$ cat src/hw/rtl/dks_pkg.sv
// dks_pkg: shared types, permutation tables and helper functions for the
// des key schedule cell chain. No dependencies.
`timescale 1ns / 1ps

package dks_pkg;

	localparam int unsigned KEY_W    = 64;
	localparam int unsigned HALF_W   = 28;
	localparam int unsigned CD_W     = 56;
	localparam int unsigned SUBKEY_W = 48;
	localparam int unsigned ROUNDS   = 16;
	localparam int unsigned ROUND_W  = 4;
	localparam logic [ROUND_W-1:0] LAST_ROUND = 4'd15;

	// the two key halves after the initial key permutation
	typedef struct packed {
		logic [HALF_W-1:0] c;
		logic [HALF_W-1:0] d;
	} cd_t;

	// what one cell hands to its neighbor
	typedef struct packed {
		logic               valid;
		logic [ROUND_W-1:0] rnd;
		cd_t                cd;
	} cell_beat_t;

	// bit positions numbered from 1 at the msb
	localparam logic [6:0] PC1_TAB [56] = '{
		7'd57, 7'd49, 7'd41, 7'd33, 7'd25, 7'd17, 7'd9,
		7'd1,  7'd58, 7'd50, 7'd42, 7'd34, 7'd26, 7'd18,
		7'd10, 7'd2,  7'd59, 7'd51, 7'd43, 7'd35, 7'd27,
		7'd19, 7'd11, 7'd3,  7'd60, 7'd52, 7'd44, 7'd36,
		7'd63, 7'd55, 7'd47, 7'd39, 7'd31, 7'd23, 7'd15,
		7'd7,  7'd62, 7'd54, 7'd46, 7'd38, 7'd30, 7'd22,
		7'd14, 7'd6,  7'd61, 7'd53, 7'd45, 7'd37, 7'd29,
		7'd21, 7'd13, 7'd5,  7'd28, 7'd20, 7'd12, 7'd4
	};

	localparam logic [5:0] PC2_TAB [48] = '{
		6'd14, 6'd17, 6'd11, 6'd24, 6'd1,  6'd5,  6'd3,  6'd28,
		6'd15, 6'd6,  6'd21, 6'd10, 6'd23, 6'd19, 6'd12, 6'd4,
		6'd26, 6'd8,  6'd16, 6'd7,  6'd27, 6'd20, 6'd13, 6'd2,
		6'd41, 6'd52, 6'd31, 6'd37, 6'd47, 6'd55, 6'd30, 6'd40,
		6'd51, 6'd45, 6'd33, 6'd48, 6'd44, 6'd49, 6'd39, 6'd56,
		6'd34, 6'd53, 6'd46, 6'd42, 6'd50, 6'd36, 6'd29, 6'd32
	};

	// one means a single-bit rotate, zero a double rotate
	localparam logic [ROUNDS-1:0] ROT_ONE = 16'b1000_0001_0000_0011;

	// initial key permutation, split into halves
	function automatic cd_t pc1(input logic [KEY_W-1:0] k);
		logic [CD_W-1:0] acc;
		for (int i = 0; i < 56; i++) begin
			acc[55-i] = k[KEY_W - int'(PC1_TAB[i])];
		end
		return cd_t'(acc);
	endfunction

	// subkey compression permutation on the joined halves
	function automatic logic [SUBKEY_W-1:0] pc2(input cd_t cd);
		logic [CD_W-1:0]     j;
		logic [SUBKEY_W-1:0] acc;
		j = cd;
		for (int i = 0; i < 48; i++) begin
			acc[47-i] = j[CD_W - int'(PC2_TAB[i])];
		end
		return acc;
	endfunction

endpackage

$ cat src/hw/rtl/dks_cell.sv
// dks_cell: one round of the key schedule chain, rotates both halves and
// registers them for the next cell. Depends on dks_pkg.
`timescale 1ns / 1ps

module dks_cell (
	input  logic                clk,
	input  logic                arst_n,
	input  logic                rot_one,
	input  logic [3:0]          rnd,
	input  dks_pkg::cell_beat_t beat_in,
	output dks_pkg::cell_beat_t beat_out
);
	import dks_pkg::*;

	cd_t  rot_cd;
	logic valid_q;
	logic [ROUND_W-1:0] rnd_q;
	cd_t  cd_q;

	// left rotate of both halves by one or two
	always_comb begin
		if (rot_one) begin
			rot_cd.c = {beat_in.cd.c[HALF_W-2:0], beat_in.cd.c[HALF_W-1]};
			rot_cd.d = {beat_in.cd.d[HALF_W-2:0], beat_in.cd.d[HALF_W-1]};
		end else begin
			rot_cd.c = {beat_in.cd.c[HALF_W-3:0], beat_in.cd.c[HALF_W-1 -: 2]};
			rot_cd.d = {beat_in.cd.d[HALF_W-3:0], beat_in.cd.d[HALF_W-1 -: 2]};
		end
	end

	// valid bit
	always_ff @(posedge clk or negedge arst_n) begin
		if (!arst_n) begin
			valid_q <= 1'b0;
		end else begin
			valid_q <= beat_in.valid;
		end
	end

	// payload
	always_ff @(posedge clk) begin
		cd_q  <= rot_cd;
		rnd_q <= rnd;
	end

	assign beat_out.valid = valid_q;
	assign beat_out.rnd   = rnd_q;
	assign beat_out.cd    = cd_q;

endmodule

$ cat src/hw/rtl/dks_out_stage.sv
// dks_out_stage: picks the one live cell of the chain, applies the subkey
// compression permutation and registers the result beat. Depends on dks_pkg.
`timescale 1ns / 1ps

module dks_out_stage (
	input  logic                          clk,
	input  logic                          arst_n,
	input  dks_pkg::cell_beat_t           cells [16],
	output logic                          strobe,
	output logic [dks_pkg::SUBKEY_W-1:0]  subkey,
	output logic [dks_pkg::ROUND_W-1:0]   round,
	output logic                          last
);
	import dks_pkg::*;

	cell_beat_t sel;
	logic strobe_q;
	logic [SUBKEY_W-1:0] subkey_q;
	logic [ROUND_W-1:0]  round_q;
	logic last_q;

	// at most one cell is live, so an and-or select suffices
	always_comb begin
		sel = '0;
		for (int i = 0; i < ROUNDS; i++) begin
			sel = sel | (cells[i] & {$bits(cell_beat_t){cells[i].valid}});
		end
	end

	// result strobe
	always_ff @(posedge clk or negedge arst_n) begin
		if (!arst_n) begin
			strobe_q <= 1'b0;
		end else begin
			strobe_q <= sel.valid;
		end
	end

	// result payload
	always_ff @(posedge clk) begin
		subkey_q <= pc2(sel.cd);
		round_q  <= sel.rnd;
		last_q   <= (sel.rnd == LAST_ROUND);
	end

	assign strobe = strobe_q;
	assign subkey = subkey_q;
	assign round  = round_q;
	assign last   = last_q;

endmodule

$ cat src/hw/rtl/des_key_schedule_top.sv
// des_key_schedule_top: des key schedule built as a chain of sixteen round
// cells plus a registered output stage. Depends on dks_pkg, dks_cell and
// dks_out_stage.
`timescale 1ns / 1ps

// usage
// - input: drive key and raise start; the key is taken at a rising edge with
//   start high and busy low.
// - output: sixteen result beats, one per cycle, in round order; each beat is
//   on subkey, round and last for exactly one cycle with strobe high. last
//   marks round 15. the receiver cannot stall and must take every beat.
// - path: the round 0 beat is registered in the first cell and again in the
//   output stage before it reaches the ports; later rounds follow in order.
// - new keys: busy is high while the key walks through the first fifteen
//   cells, set by the single result channel that carries one subkey a cycle.
//   a new key may enter at the edge where the previous key leaves its last
//   cell, so beats run back to back without a gap.
// - reset: arst_n clears all valid bits and the strobe; nothing else needs
//   clearing and the block is ready right after reset.
module des_key_schedule_top (
	input  logic                          clk,
	input  logic                          arst_n,
	input  logic                          start,
	output logic                          busy,
	input  logic [dks_pkg::KEY_W-1:0]     key,
	output logic                          strobe,
	output logic [dks_pkg::SUBKEY_W-1:0]  subkey,
	output logic [dks_pkg::ROUND_W-1:0]   round,
	output logic                          last
);
	import dks_pkg::*;

	cell_beat_t chain_in  [ROUNDS];
	cell_beat_t chain_out [ROUNDS];
	logic [ROUNDS-1:0] live;
	logic accept;

	assign accept = start && !busy;

	// first cell takes the key after the initial key permutation
	always_comb begin
		chain_in[0].valid = accept;
		chain_in[0].rnd   = '0;
		chain_in[0].cd    = pc1(key);
	end

	// the row of round cells
	for (genvar i = 0; i < ROUNDS; i++) begin : g_cell
		if (i > 0) begin : g_link
			assign chain_in[i] = chain_out[i-1];
		end
		dks_cell u_cell (
			.clk      (clk),
			.arst_n   (arst_n),
			.rot_one  (ROT_ONE[i]),
			.rnd      (ROUND_W'(i)),
			.beat_in  (chain_in[i]),
			.beat_out (chain_out[i])
		);
		assign live[i] = chain_out[i].valid;
	end

	// busy until the key has reached the last cell
	assign busy = |live[ROUNDS-2:0];

	dks_out_stage u_out (
		.clk    (clk),
		.arst_n (arst_n),
		.cells  (chain_out),
		.strobe (strobe),
		.subkey (subkey),
		.round  (round),
		.last   (last)
	);

	// only one key may be in the chain at a time
	a_one_live: assert property (@(posedge clk) disable iff (!arst_n)
		$onehot0(live))
		else $error("more than one cell live");

	// an accepted key lands in the first cell
	a_enter: assert property (@(posedge clk) disable iff (!arst_n)
		accept |=> live[0])
		else $error("accepted key missing from first cell");

	// beats of one key come back to back with rising round
	a_rounds: assert property (@(posedge clk) disable iff (!arst_n)
		strobe && !last |=> strobe && (round == ROUND_W'($past(round) + 4'd1)))
		else $error("result beats out of order");

endmodule
$ cat config.mk
export PLATFORM = sky130hd
export DESIGN_NAME = des_key_schedule_top
export DESIGN_NICKNAME = d
export VERILOG_FILES = /design/src/hw/rtl/dks_pkg.sv /design/src/hw/rtl/dks_cell.sv /design/src/hw/rtl/dks_out_stage.sv /design/src/hw/rtl/des_key_schedule_top.sv
export SDC_FILE = /design/constraint.sdc
export NUM_CORES = 1
export LEC_CHECK = 0
export BUFFER_PORTS_ARGS = -buffer_cell sky130_fd_sc_hd__buf_2
export CAP_MARGIN = 20
export CORE_UTILIZATION = 35
export CTS_CLUSTER_DIAMETER = 100
export DETAILED_ROUTE_END_ITERATION = 7
export PLACE_DENSITY = 0.55
export REMOVE_ABC_BUFFERS = 1
export SLEW_MARGIN = 5
export SYNTH_ARGS = -nofsm -noshare
export SYNTH_HDL_FRONTEND = slang
export SYNTH_SLANG_ARGS = --single-unit
$ cat constraint.sdc
create_clock -name clk -period 1.8 [get_ports clk]
set_input_delay 0.09 -clock clk [delete_from_list [all_inputs] [get_ports clk]]
set_output_delay 0.09 -clock clk [all_outputs]
set_load 0.01 [all_outputs]
**After elaboration in Yosys (flattened, before gate mapping)**

Cells that the tools add are included.

- Logic and storage cells: 87
- Register bits after elaboration: 966

- Reductions and logical operators: 3
- Equality and inequality tests: 1
- Bitwise gates (word level): 31

Operators with widths:

| operator | number |
|---|---|
| $and A61 B61 Y61 | 16 |
| $or A61 B61 Y61 | 15 |
| $reduce_or A15 Y1 | 1 |
| $eq A4 B4 Y1 const B | 1 |
| $logic_and A1 B1 Y1 | 1 |
| $logic_not A1 Y1 | 1 |

**Logic depth before layout (Yosys ltp)**

- Depth after elaboration: 17
- Gate-level depth with buffers: 5
- Depth with buffers taken out: 3

**Modules after synthesis**

Synthesis repeated with hierarchy kept, for this count alone.

- Cells, all modules: 2617
- Area, all modules: 38848.5 um2

Modules (own cells, without submodules):

| module | cells each | area each (um2) | instances |
|---|---|---|---|
| dks_cell | 124 | 2075.7 | 16 |
| dks_out_stage | 624 | 5562.8 | 1 |
| des_key_schedule_top | 9 | 73.8 | 1 |

**Worst setup path before layout**

Ideal clock, no wire load.

- Kind: register -> register
- Start: register g_cell[10].u_cell.valid_q
- End: register u_out.strobe_q (netlist: u_out.strobe)
- Stages on the path, launching flop included: 6
- Path slack: 365 ps
- Path buffers: 2
- Arrival: 1311 ps
- Period minus slack after synthesis: 1435 ps
- Required time: 1676 ps
- Cells stage by stage: dfrtp_1 > buf_6 > buf_6 > nor4_2 > nand4_1 > or2_1

RTL lines:

| item | line | text |
|---|---|---|
| start: declaration | dks_cell.sv:16 | `logic valid_q;` |
| start signal: assignment | dks_cell.sv:36 | `valid_q <= beat_in.valid;` |
| end signal: assignment | dks_out_stage.sv:35 | `strobe_q <= sel.valid;` |
| end: declaration | dks_out_stage.sv:17 | `logic strobe_q;` |

**Worst setup path after layout**

- Start: register g_cell[4].u_cell.valid_q
- End: output busy

- Word-level cells in the longest chain between the ends: 1

Ends and longest elaborated chain:

| item | line | text |
|---|---|---|
| start: declaration | dks_cell.sv:16 |  |
| start signal: assignment | dks_cell.sv:36 |  |
| $reduce_or A15 Y1 | des_key_schedule_top.sv:64 | `assign busy = \|live[ROUNDS-2:0];` |
| end: declaration | des_key_schedule_top.sv:24 | `output logic busy,` |

No other way between the ends.

==> impl_metrics.json <==
{
  "critPathSlowestCell": "sky130_fd_sc_hd__dfrtp_2",
  "maxSlewViolCount": 0,
  "cell_count_after_placement": 2426,
  "kind_of_critical_path": "reg -> out",
  "worstSetupEndpointType": "primary output",
  "yosysWarningCount": 0,
  "postRouteAntennaNets": 0,
  "critical_path.cell_chain": "buf_8 -> nor4_4 -> nand4_1 -> buf_2",
  "chipWidth_microns": 260.8,
  "fin_util_pct": 44.09,
  "clock-sinks": 958,
  "drc": 10,
  "setup.worst_path.start_class": "flip-flop",
  "worstHoldPathType": "in -> reg",
  "core_sq_um": 65980,
  "yosys_register_bits": 958,
  "skew_ns": 0.02736,
  "pwr_density_cell_nw_per_um2": 1822,
  "detail_route.wl_per_cell_microns": 25.22,
  "critical_path_at_ns": 1.94,
  "timing.final.hold_violations": 0,
  "layout-drive-gt1-share_pct": 18.40,
  "clock_tree.root_cell": "sky130_fd_sc_hd__clkbuf_16",
  "grt_start_max_net_pins": 53,
  "synth.avg_cell_area_sq_um": 15.66,
  "setup_slack_ns": -0.2335,
  "wl_met1_mm": 27.45,
  "design_power_total_mw": 53.00,
  "violations": "DRC, setup timing",
  "die-area_sq_um": 68010,
  "slew-limit-headroom_pct": 44.61,
  "timing.critical_path.from": "g_cell[4].u_cell.valid_q",
  "maxCapViolCount": 0,
  "wl_met3_mm": 4.485,
  "gpl.final_weighted_congestion": 0.8254,
  "final_min_period_over_clock_period_pct": 113.0,
  "cts.clk_slew.worst_paths_ns": 0.06,
  "regToRegStartpoint": "g_cell[3].u_cell.valid_q",
  "setup-violations-final": 1,
  "synth-seq-area-share_pct": 82.18,
  "first_global_vias": 14300,
  "antenna_cells_inserted": 0,
  "routed-wl-met2_mm": 32.22,
  "globalRouteOverflowTotal": 0,
  "ys_types": 20,
  "floorplan.die.height_microns": 260.8,
  "fmax_mhz": 491.8,
  "cp_data_required_time_ns": 1.71,
  "drt-vias-per-instance": 5.105,
  "placement.io_buffers": 113,
  "detailedRoute.firstIterationViolations": 915,
  "result_of_the_run": "complete, but fails checks",
  "synth_area_sq_um": 23440,
  "clock_tree.buffer_depth": 3,
  "critPathMaxStageDelay_ns": 0.43,
  "antenna_found_initial": 0,
  "dp.final_hpwl_mm": 41.34,
  "worst-path-max-fanout": 13,
  "gate_count_of_the_mapped_netlist": 1497,
  "grt_use_total_pct": 19.74,
  "timing.critical_path.max_delay_family": "simple AND/OR/NAND/NOR gates",
  "power.static_leakage_nw": 11.74,
  "grt_pass1_wl_mm": 96.46,
  "totalWireLength_mm": 67.01,
  "pre_cts_setup_slack_ns": 0.1176,
  "design.final.nets": 1794,
  "ir_drop_mv": 0.9503,
  "holdCritStartpoint": "key[18]",
  "cts_tree": "yes",
  "cp.buffers_inverters": 2,
  "core.rowCount": 94,
  "initial_utilization_pct": 35.53,
  "syn2layout_area_growth_pct": 24.10,
  "final.min_clock_period_ns": 2.034,
  "num_io_pins": 122,
  "num_vias": 13560,
  "cts-htree-levels": 3,
  "worst_slew_pin_slew_ns": 0.8281,
  "worst_skew_pair.late_latency_ns": 0.64,
  "highest-signal-layer": "met4",
  "cts_made_buffers": 91,
  "pre_repair_dr_iteration_count": 7,
  "fin_worst_hold_slack_ns": 0.08097,
  "finish.cell_count_without_fillers": 2657,
  "rsz_0062_raised_after_global_routing": "yes"
}
stage by stage:
stage | setup TNS [ns] | instance area (sq um)
3_5_place_dp | 0 | 25300
6_report | -0.2335 | 29090
5_1_grt | -0.3165 | 29090
4_1_cts | -0.2810 | 29040
3_3_place_gp | 0 | 25300
2_1_floorplan | 0 | 23050
cell type report:
cell class	count	area (sq um)
timing repair buffer	226	1963
multi-input combinational	449	3842
sequential	958	19290
clock buffer	130	2606
clock inverter	29	306.5
fill	5786	36890
tap	864	1081
inverter	1	3.754
kinds of logic (layout without fill, tap and decap cells):
group | Yosys count | in the layout | synth area share, %
compound gates | 384 | 384 | 14.35
flops | 958 | 958 | 82.18
simple gates | 65 | 65 | 1.788
buf+inv | 90 | 386 | 1.687
cells in the mapped netlist, drive strengths merged:
library cell / instances / share of area, %
a221oi: 192 / 7.2
nor3: 1 / 0.021
inv: 1 / 0.016
nor4: 5 / 0.24
and4: 1 / 0.037
nand3: 2 / 0.043
clkbuf: 51 / 0.82
nand4: 49 / 1.3
buf: 38 / 0.85
dfxtp: 941 / 80
nand3b: 1 / 0.032
dfrtp: 17 / 1.8
nor2: 4 / 0.064
a22o: 192 / 7.2
or2: 1 / 0.027
nand2: 1 / 0.016
path summary, 6_finish.rpt:
| kind | to | slack, ns | cells past startpoint |
|---|---|---|---|
| max | busy | -0.23 | 4 |
| min | g_cell[0].u_cell.beat_out[18] | 0.08 | 2 |
| max reg2reg | u_out.subkey[47] | 0.05 | 6 |
| min reg2reg | g_cell[5].u_cell.beat_out[15] | 0.31 | 0 |
| max in group asynchronous | g_cell[7].u_cell.valid_q | 0.56 | 3 |
| min in group asynchronous | u_out.strobe | 0.63 | 3 |
power breakdown:
| group | internal [mW] | switching, mW |
|---|---|---|
| Clock | 10.7 | 7.88 |
| Combinational | 4.39 | 5.72 |
| Sequential | 23.1 | 1.19 |
worst reg2reg max path, stage by stage (launching register included):
cell and delay, ns:
sky130_fd_sc_hd__dfrtp_4 0.50, sky130_fd_sc_hd__buf_4 0.17, sky130_fd_sc_hd__buf_4 0.20, sky130_fd_sc_hd__buf_8 0.19
sky130_fd_sc_hd__a22o_1 0.22, sky130_fd_sc_hd__a221oi_2 0.18, sky130_fd_sc_hd__nand4_1 0.14
registers in the layout, summed over array words and instances, names as in the netlist:
| register | count |
|---|---|
| g_cell.u_cell.beat_out | 888 |
| g_cell.u_cell.valid_q | 16 |
| u_out.last | 1 |
| u_out.round | 4 |
| u_out.strobe | 1 |
| u_out.subkey | 48 |
routing by layer:
metal	GRT usage, %	up-vias
met5	0	-
met4	9.243	0
met3	4.652	165
met2	33.13	623
met1	23.81	6721
li1	-	6055
placed cells by master, fill, tap and decap left out, types with 21 or more instances in the layout:
master	count
sky130_fd_sc_hd__buf_12	21
sky130_fd_sc_hd__dlygate4sd3_1	59
sky130_fd_sc_hd__buf_4	25
sky130_fd_sc_hd__clkbuf_16	93
sky130_fd_sc_hd__nand4_1	49
sky130_fd_sc_hd__a221oi_1	186
sky130_fd_sc_hd__dfxtp_1	941
sky130_fd_sc_hd__a22o_1	192
sky130_fd_sc_hd__clkbuf_1	23
sky130_fd_sc_hd__buf_2	113
repair_timing:
action	in CTS	in global routing
endpoints found under the hold margin	74	0
buffers inserted	8	1
gates cloned	4	0
hold buffers	59	0
setup endpoints to repair	1	7
pin swaps	2	5
resized for setup	9	8
Note: power is estimated with default switching activity, not from simulation.
